File: config.mk
export PLATFORM = sky130hd
export DESIGN_NAME = fifo_queue_with_indexed_peek
export DESIGN_NICKNAME = d
export VERILOG_FILES = /design/src/hdl/fqp_pkg.sv /design/src/hdl/fqp_ctrl.sv /design/src/hdl/fqp_datapath.sv /design/src/hdl/fifo_queue_with_indexed_peek.sv
export SDC_FILE = /design/constraint.sdc
export NUM_CORES = 1
export LEC_CHECK = 0
export BUFFER_PORTS_ARGS = -buffer_cell sky130_fd_sc_hd__buf_2
export CAP_MARGIN = 20
export CORE_ASPECT_RATIO = 1.75
export CORE_UTILIZATION = 45
export DETAILED_ROUTE_END_ITERATION = 12
export GPL_TIMING_DRIVEN = 1
export MAX_ROUTING_LAYER = met4
export PLACE_DENSITY_LB_ADDON = 0.2
export SYNTH_ARGS = -nofsm -noshare
export SYNTH_HDL_FRONTEND = slang
export SYNTH_SLANG_ARGS = --single-unit
File: constraint.sdc
create_clock -name clock -period 13.5 [get_ports clock]
set_clock_uncertainty 0.15 [all_clocks]
set_input_delay 0.675 -clock clock [delete_from_list [all_inputs] [get_ports clock]]
set_output_delay 0.675 -clock clock [all_outputs]
set_load 0.1 [all_outputs]
File: src/hdl/fqp_pkg.sv
// Package for the FIFO queue with indexed peek: field widths, action and
// status codes, the request and response transfer types and the command
// group that the controller hands to the datapath. Depends on nothing.
package fqp_pkg;

   // Default sizing of the ring store.
   localparam int CAPACITY_DEF  = 16;
   localparam int WORD_BITS_DEF = 32;

   // Fixed widths of the transfer fields.
   localparam int ACTION_W = 2;
   localparam int DATA_W   = 32;
   localparam int POS_W    = 5;
   localparam int OCC_W    = 5;
   localparam int STATUS_W = 2;

   typedef enum logic [ACTION_W-1:0] {
      ACT_ENQUEUE = 2'd0,
      ACT_DEQUEUE = 2'd1,
      ACT_PEEK    = 2'd2,
      ACT_CLEAR   = 2'd3
   } action_type;

   typedef enum logic [STATUS_W-1:0] {
      ST_OK        = 2'd0,
      ST_OVERFLOW  = 2'd1,
      ST_UNDERFLOW = 2'd2,
      ST_RANGE     = 2'd3
   } status_type;

   typedef struct packed {
      action_type         action;
      logic [DATA_W-1:0]  data_in;
      logic [POS_W-1:0]   position;
   } req_type;

   typedef struct packed {
      logic [DATA_W-1:0]  data_out;
      logic [DATA_W-1:0]  front_word;
      logic [DATA_W-1:0]  back_word;
      logic [OCC_W-1:0]   occupancy;
      logic               is_empty;
      status_type         status;
   } rsp_type;

   // Commands from the controller to the datapath.
   typedef struct packed {
      logic capture;   // latch the accepted request
      logic execute;   // update pointers, write or read the ring
      logic finish;    // form the response into the output register
   } cmd_type;

endpackage

File: src/hdl/fqp_ctrl.sv
// Controller of the FIFO queue with indexed peek: a one-hot sequencer that
// accepts a request, steps it through execution and the ring read, and owns
// both handshakes. Depends on fqp_pkg.
module fqp_ctrl (
   input  logic             clock,
   input  logic             reset,
   input  logic             req_valid,
   output logic             req_stall,
   output logic             rsp_valid,
   input  logic             rsp_stall,
   output fqp_pkg::cmd_type cmd
);
   import fqp_pkg::*;

   typedef enum logic [2:0] {
      S_IDLE = 3'b001,
      S_EXEC = 3'b010,
      S_READ = 3'b100
   } state_type;

   state_type state_ff, state_in;
   logic      rsp_valid_ff, rsp_valid_in;
   logic      out_free;

   // The output register can be loaded when it is empty or being drained.
   assign out_free = !rsp_valid_ff || !rsp_stall;

   // Next state and commands.
   always_comb begin
      state_in    = state_ff;
      cmd.capture = 1'b0;
      cmd.execute = 1'b0;
      cmd.finish  = 1'b0;
      case (state_ff)
         S_IDLE: begin
            if (req_valid) begin
               cmd.capture = 1'b1;
               state_in    = S_EXEC;
            end
         end
         S_EXEC: begin
            cmd.execute = 1'b1;
            state_in    = S_READ;
         end
         S_READ: begin
            if (out_free) begin
               cmd.finish = 1'b1;
               state_in   = S_IDLE;
            end
         end
         default: begin
            state_in = S_IDLE;
         end
      endcase
   end

   // The response stays valid until its transfer completes.
   always_comb begin
      if (cmd.finish) begin
         rsp_valid_in = 1'b1;
      end else if (!rsp_stall) begin
         rsp_valid_in = 1'b0;
      end else begin
         rsp_valid_in = rsp_valid_ff;
      end
   end

   always_ff @(posedge clock) begin
      if (reset) begin
         state_ff     <= S_IDLE;
         rsp_valid_ff <= 1'b0;
      end else begin
         state_ff     <= state_in;
         rsp_valid_ff <= rsp_valid_in;
      end
   end

   assign req_stall = (state_ff != S_IDLE);
   assign rsp_valid = rsp_valid_ff;

endmodule

File: src/hdl/fqp_datapath.sv
// Datapath of the FIFO queue with indexed peek: the ring memory, head, tail
// and count registers, cached front and back words and the response
// register. Driven by commands from fqp_ctrl; depends on fqp_pkg.
module fqp_datapath #(
   parameter int CAPACITY  = fqp_pkg::CAPACITY_DEF,
   parameter int WORD_BITS = fqp_pkg::WORD_BITS_DEF
) (
   input  logic             clock,
   input  logic             reset,
   input  fqp_pkg::cmd_type cmd,
   input  fqp_pkg::req_type req_item,
   output fqp_pkg::rsp_type rsp_item
);
   import fqp_pkg::*;

   localparam int SW    = (WORD_BITS < DATA_W) ? WORD_BITS : DATA_W;
   localparam int PTR_W = (CAPACITY > 1) ? $clog2(CAPACITY) : 1;
   localparam int CNT_W = $clog2(CAPACITY + 1);
   localparam int SUM_W = ((PTR_W > POS_W) ? PTR_W : POS_W) + 1;
   localparam int CMP_W = (CNT_W > POS_W) ? CNT_W : POS_W;

   // Ring memory, one write and one registered read port.
   logic [SW-1:0]    mem [CAPACITY];
   logic             wr_en;
   logic [SW-1:0]    wr_data;
   logic [PTR_W-1:0] rd_addr;
   logic [SW-1:0]    rd_data_ff;

   req_type          item_ff;
   logic [PTR_W-1:0] head_ff, head_in, tail_ff, tail_in;
   logic [CNT_W-1:0] count_ff, count_in;
   logic [SW-1:0]    front_ff, front_in, back_ff, back_in;
   logic [SW-1:0]    dout_ff, dout_in;
   logic             from_mem_ff, from_mem_in;
   logic             upd_front_ff, upd_front_in;
   status_type       code_ff, code_in;
   rsp_type          rsp_ff;

   logic [PTR_W-1:0] head_nx, tail_nx, peek_addr;
   logic [POS_W-1:0] offset;
   logic [SUM_W-1:0] sum;
   logic             full, empty, pos_bad;
   logic [SW-1:0]    cur_front, cur_dout;

   // Latch the accepted request.
   always_ff @(posedge clock) begin
      if (cmd.capture) begin
         item_ff <= req_item;
      end
   end

   // Ring arithmetic: pointer wrap and the peek address.
   assign head_nx = (head_ff == PTR_W'(CAPACITY - 1)) ? '0 : head_ff + PTR_W'(1);
   assign tail_nx = (tail_ff == PTR_W'(CAPACITY - 1)) ? '0 : tail_ff + PTR_W'(1);
   assign offset  = item_ff.position - POS_W'(1);
   assign sum     = SUM_W'(head_ff) + SUM_W'(offset);
   assign peek_addr = (sum >= SUM_W'(CAPACITY)) ? PTR_W'(sum - SUM_W'(CAPACITY))
                                                : PTR_W'(sum);

   assign full    = (count_ff == CNT_W'(CAPACITY));
   assign empty   = (count_ff == '0);
   assign pos_bad = (item_ff.position == '0) ||
                    (CMP_W'(item_ff.position) > CMP_W'(count_ff));
   assign wr_data = item_ff.data_in[SW-1:0];

   // Execution of the action and the front update at the end of an item.
   always_comb begin
      head_in      = head_ff;
      tail_in      = tail_ff;
      count_in     = count_ff;
      front_in     = front_ff;
      back_in      = back_ff;
      dout_in      = dout_ff;
      from_mem_in  = from_mem_ff;
      upd_front_in = upd_front_ff;
      code_in      = code_ff;
      wr_en        = 1'b0;
      rd_addr      = head_ff;
      if (cmd.execute) begin
         dout_in      = '0;
         from_mem_in  = 1'b0;
         upd_front_in = 1'b0;
         code_in      = ST_OK;
         case (item_ff.action)
            ACT_ENQUEUE: begin
               if (full) begin
                  code_in = ST_OVERFLOW;
               end else begin
                  wr_en    = 1'b1;
                  tail_in  = tail_nx;
                  count_in = count_ff + CNT_W'(1);
                  back_in  = wr_data;
                  if (empty) begin
                     front_in = wr_data;
                  end
               end
            end
            ACT_DEQUEUE: begin
               if (empty) begin
                  code_in = ST_UNDERFLOW;
               end else begin
                  // The outgoing word is the cached front; fetch the next one.
                  dout_in      = front_ff;
                  head_in      = head_nx;
                  count_in     = count_ff - CNT_W'(1);
                  rd_addr      = head_nx;
                  upd_front_in = (count_ff != CNT_W'(1));
               end
            end
            ACT_PEEK: begin
               if (pos_bad) begin
                  code_in = ST_RANGE;
               end else begin
                  rd_addr     = peek_addr;
                  from_mem_in = 1'b1;
               end
            end
            ACT_CLEAR: begin
               head_in  = '0;
               tail_in  = '0;
               count_in = '0;
            end
            default: begin
               code_in = ST_OK;
            end
         endcase
      end
      if (cmd.finish && upd_front_ff) begin
         front_in = rd_data_ff;
      end
   end

   // Ring write port.
   always_ff @(posedge clock) begin
      if (wr_en) begin
         mem[tail_ff] <= wr_data;
      end
   end

   // Ring read port with registered data.
   always_ff @(posedge clock) begin
      if (cmd.execute) begin
         rd_data_ff <= mem[rd_addr];
      end
   end

   // Queue control registers.
   always_ff @(posedge clock) begin
      if (reset) begin
         head_ff  <= '0;
         tail_ff  <= '0;
         count_ff <= '0;
      end else begin
         head_ff  <= head_in;
         tail_ff  <= tail_in;
         count_ff <= count_in;
      end
   end

   // Cached words and per-item results.
   always_ff @(posedge clock) begin
      front_ff     <= front_in;
      back_ff      <= back_in;
      dout_ff      <= dout_in;
      from_mem_ff  <= from_mem_in;
      upd_front_ff <= upd_front_in;
      code_ff      <= code_in;
   end

   // Response register, loaded only when the output side can take it.
   assign cur_front = upd_front_ff ? rd_data_ff : front_ff;
   assign cur_dout  = from_mem_ff ? rd_data_ff : dout_ff;

   always_ff @(posedge clock) begin
      if (cmd.finish) begin
         rsp_ff.data_out   <= DATA_W'(cur_dout);
         rsp_ff.front_word <= empty ? '0 : DATA_W'(cur_front);
         rsp_ff.back_word  <= empty ? '0 : DATA_W'(back_ff);
         rsp_ff.occupancy  <= OCC_W'(count_ff);
         rsp_ff.is_empty   <= empty;
         rsp_ff.status     <= code_ff;
      end
   end

   assign rsp_item = rsp_ff;

endmodule

File: src/hdl/fifo_queue_with_indexed_peek.sv
// FIFO queue with indexed peek. Each request enqueues a word, dequeues the
// oldest word, reads the word at a 1-based position from the front, or clears
// the queue, and produces exactly one response carrying the word read, the
// front and back words, the occupancy, an empty flag and a status code.
// Requests that cannot be served (overflow, underflow, bad position) report
// their status and leave the queue untouched. Each request passes through three
// steps before the next is accepted: acceptance, execution with the ring access,
// and the wait for the ring memory's registered read data. A finished
// response waits in the output register while the next request is already
// being worked on; only a response that is still stalled when the following
// one is ready holds the queue back. Store contents are not cleared at reset.
// Top level: instantiates fqp_ctrl and fqp_datapath; depends on fqp_pkg.
module fifo_queue_with_indexed_peek #(
   parameter int CAPACITY  = fqp_pkg::CAPACITY_DEF,
   parameter int WORD_BITS = fqp_pkg::WORD_BITS_DEF
) (
   input  logic             clock,
   input  logic             reset,
   input  logic             req_valid,
   output logic             req_stall,
   input  fqp_pkg::req_type req_item,
   output logic             rsp_valid,
   input  logic             rsp_stall,
   output fqp_pkg::rsp_type rsp_item
);
   import fqp_pkg::*;

   cmd_type cmd;

   // Sequencer and handshakes.
   fqp_ctrl u_ctrl (
      .clock     (clock),
      .reset     (reset),
      .req_valid (req_valid),
      .req_stall (req_stall),
      .rsp_valid (rsp_valid),
      .rsp_stall (rsp_stall),
      .cmd       (cmd)
   );

   // Ring store, pointers and response register.
   fqp_datapath #(
      .CAPACITY  (CAPACITY),
      .WORD_BITS (WORD_BITS)
   ) u_datapath (
      .clock    (clock),
      .reset    (reset),
      .cmd      (cmd),
      .req_item (req_item),
      .rsp_item (rsp_item)
   );

endmodule
==> results.json <==
{
  "status": "finished, final reports clean",
  "routabilityCongestion": 0.842,
  "wl_mm": 81.1,
  "die_area_um2": 72300,
  "hold_class": "primary input to register",
  "irDropWorstVdd_uv": 89.2,
  "synth-edff-count": 787,
  "grt_first_pass_wirelength_mm": 120,
  "drv_slew": 0,
  "drtAntennaViolNets": 0,
  "syn_nets": 2127,
  "worstSetupPathType": "register to register",
  "powerDensity_nw_per_um2": 136,
  "crit_buf_inv": 4,
  "cp_slowest_cell": "nand2_4",
  "grt_pass1_vias": 19000,
  "tightest_slew_ps": 1110,
  "clk_pin_slew_ps": 60,
  "final_cell_count_no_fill": 3147,
  "syn_inst": 2060,
  "yosys_warnings": 0,
  "ys_types": 67,
  "dpl.hpwl_mm": 44.5,
  "antenna_found_initial": 0,
  "setup_viol_count_final": 0,
  "finalCriticalPeriod_ps": 5100,
  "post-cts-setup-buffer-count": 0,
  "fmax_mhz": 196,
  "grt_util_all_layers_pct": 23.1,
  "ff2ff_path_depth": 13,
  "path_max_fanout": 74,
  "cts_inserted_buffers": 71,
  "required_ps": 13750,
  "coreArea_um2": 70500,
  "die_x_um": 204,
  "min-delay-start": "req_item[35]",
  "setup_tns_ps": 0,
  "cp.arrival_ps": 5350,
  "routedWlPerCell_um": 25.8,
  "overflow": 0,
  "endpoint_kind": "register",
  "ios": 149,
  "crit_path_max_incr_delay_ps": 760,
  "cts_resized": 0,
  "fin_nets": 2238,
  "cts.sinks": 804,
  "reg2reg_from": "u_datapath.count_ff[1]",
  "io_buffers": 148,
  "placed_cells": 3014,
  "start_kind": "register",
  "start_util_pct": 45.4,
  "cts_tree": "built",
  "htreeDepth": 3,
  "die_h_um": 355,
  "netlist_area_um2": 32000,
  "dr.first_iter.drc_count": 1738,
  "p_leak_nw": 12.0,
  "layout-drive-gt1-share_pct": 18.2,
  "synth-main-ff-cell": "edfxtp_1",
  "cts-root-buf": "clkbuf_16",
  "avgSynthCellArea_um2": 15.5,
  "final_hold_viol_count": 0,
  "row_count": 129,
  "synth-seq-cells": 804,
  "cts_max_path_buffers": 3,
  "cpLargestDelayFamily": "simple AND/OR/NAND/NOR gates",
  "cap_violations": 0,
  "hold_buffers": 0,
  "ys_async_sr_fraction_pct": 0,
  "path_cells": "inv_1, ha_1, or4b_4, clkinv_2, buf_4, nand2_1, o21a_1, o22a_4, nand2_4, buf_4, a21o_1, a21oi_1, o311ai_0",
  "clock_latency_ps": 620,
  "ys_seq_area_share_pct": 74.9,
  "num_vias": 19100,
  "grt_max_degree": 194,
  "holdPathStages": 1,
  "avgViaCountPerCell": 6.06,
  "syn_to_final_growth_pct": 12.6,
  "power_mw": 4.90,
  "fillers": 5764,
  "final_common_cell": "edfxtp_1",
  "layout_common_cells": "edfxtp_1, buf_2, o21ai_0",
  "rsz0062_at_grt": "no",
  "fin_crit_sh_pct": 37.7,
  "cp-startpoint": "u_datapath.count_ff[1]",
  "cpMostUsedCell": "buf_4",
  "path_depth": 13,
  "relSlewSlack_pct": 25.7,
  "firstDrtPassIters": 6,
  "drc": 0
}
## final timing paths
check / slack (ps) / endpoint
setup / recovery: 8400 / u_datapath.rd_data_ff[14]
setup reg to reg: 8400 / u_datapath.rd_data_ff[14]
hold / removal: 80 / u_datapath.wr_data[30]
hold reg to reg: 280 / u_datapath.rsp_item[1]
## cell families (layout without fill, tap and decap cells)
group / Yosys count / count (layout) / synth area share, %
buffers and inverters: 180 / 349 / 2.42
DFF: 804 / 804 / 74.9
AOI/OAI and AO/OA: 609 / 609 / 12.7
adders and majority gates: 24 / 24 / 0.961
muxes: 103 / 103 / 3.47
and+or+nand+nor: 335 / 335 / 5.45
xor gates and xnor gates: 5 / 5 / 0.137
other: 0 / 1 / 0
## where the power goes
part           total [mW]  switching [mW]  internal, mW
sequential           2.79          0.0370          2.76
combinational      0.0962          0.0650        0.0312
clock                2.01           0.889          1.13
## area by class of cell
cell class	count	area, µm²	share of cell area [%]
Antenna cell	1	2.50	0.00694
Clock buffer	98	2000	5.56
Clock inverter	33	288	0.798
Inverter	20	76.3	0.212
Multi-Input combinational cell	1076	7410	20.6
Sequential cell	804	24000	66.5
Tap cell	917	1150	3.18
Timing Repair Buffer	198	1150	3.18
## layer usage
metal | global-route usage (%) | wire (µm)
met1 | 29.1 | 33100
met2 | 37.9 | 40200
met3 | 3.00 | 5110
met4 | 9.11 | 2680
met5 | - | 0
## through the flow
step / cell area, µm² / worst slack (ps) / hold slack (ps) / util [%]
2_1_floorplan: 32000 / 3250 / 250 / -
3_3_place_gp: 33700 / 8480 / 267 / 47.8
3_5_place_dp: 33700 / 8340 / 268 / 47.8
4_1_cts: 36000 / 8350 / 47.2 / 51.1
5_1_grt: 36000 / 7930 / 68.0 / 51.1
6_report: 36000 / 8400 / 79.1 / 51.1
## cell usage after synthesis, types with 4 or more instances
library cell,n,area [µm²]
buf_6,5,56.3
nor3_1,7,35.0
o21a_1,4,30.0
mux2_2,65,732
edfxtp_1,787,23600
nor2b_1,5,31.3
nand3_1,74,370
buf_2,42,210
and2_1,42,263
nand2_1,57,214
mux2i_1,38,380
o21ai_0,136,681
o311ai_1,23,201
o311ai_0,8,70.1
dfxtp_1,17,340
inv_1,19,71.3
a21oi_1,120,601
nand4_1,4,25.0
clkbuf_1,92,345
a211oi_1,36,270
nor2_1,58,218
ha_1,23,288
a32oi_1,63,552
buf_1,19,71.3
a22oi_1,33,248
and3_1,71,444
a21o_1,64,480
a31oi_1,67,419
a211o_1,32,280
## registers in the layout (all words and copies together), names as in the netlist
register                 count
u_datapath.mem             512
u_datapath.rsp_item        104
u_datapath.back_ff          32
u_datapath.dout_ff          32
u_datapath.front_ff         32
u_datapath.rd_data_ff       32
u_datapath.wr_data          32
u_datapath.item_ff           7
u_datapath.count_ff          5
u_datapath.head_ff           4
u_datapath.tail_ff           4
u_ctrl.state_ff              3
u_datapath.code_ff           2
u_ctrl.rsp_valid             1
u_datapath.from_mem_ff       1
u_datapath.upd_front_ff      1
Power figures use the tool's default switching activity.
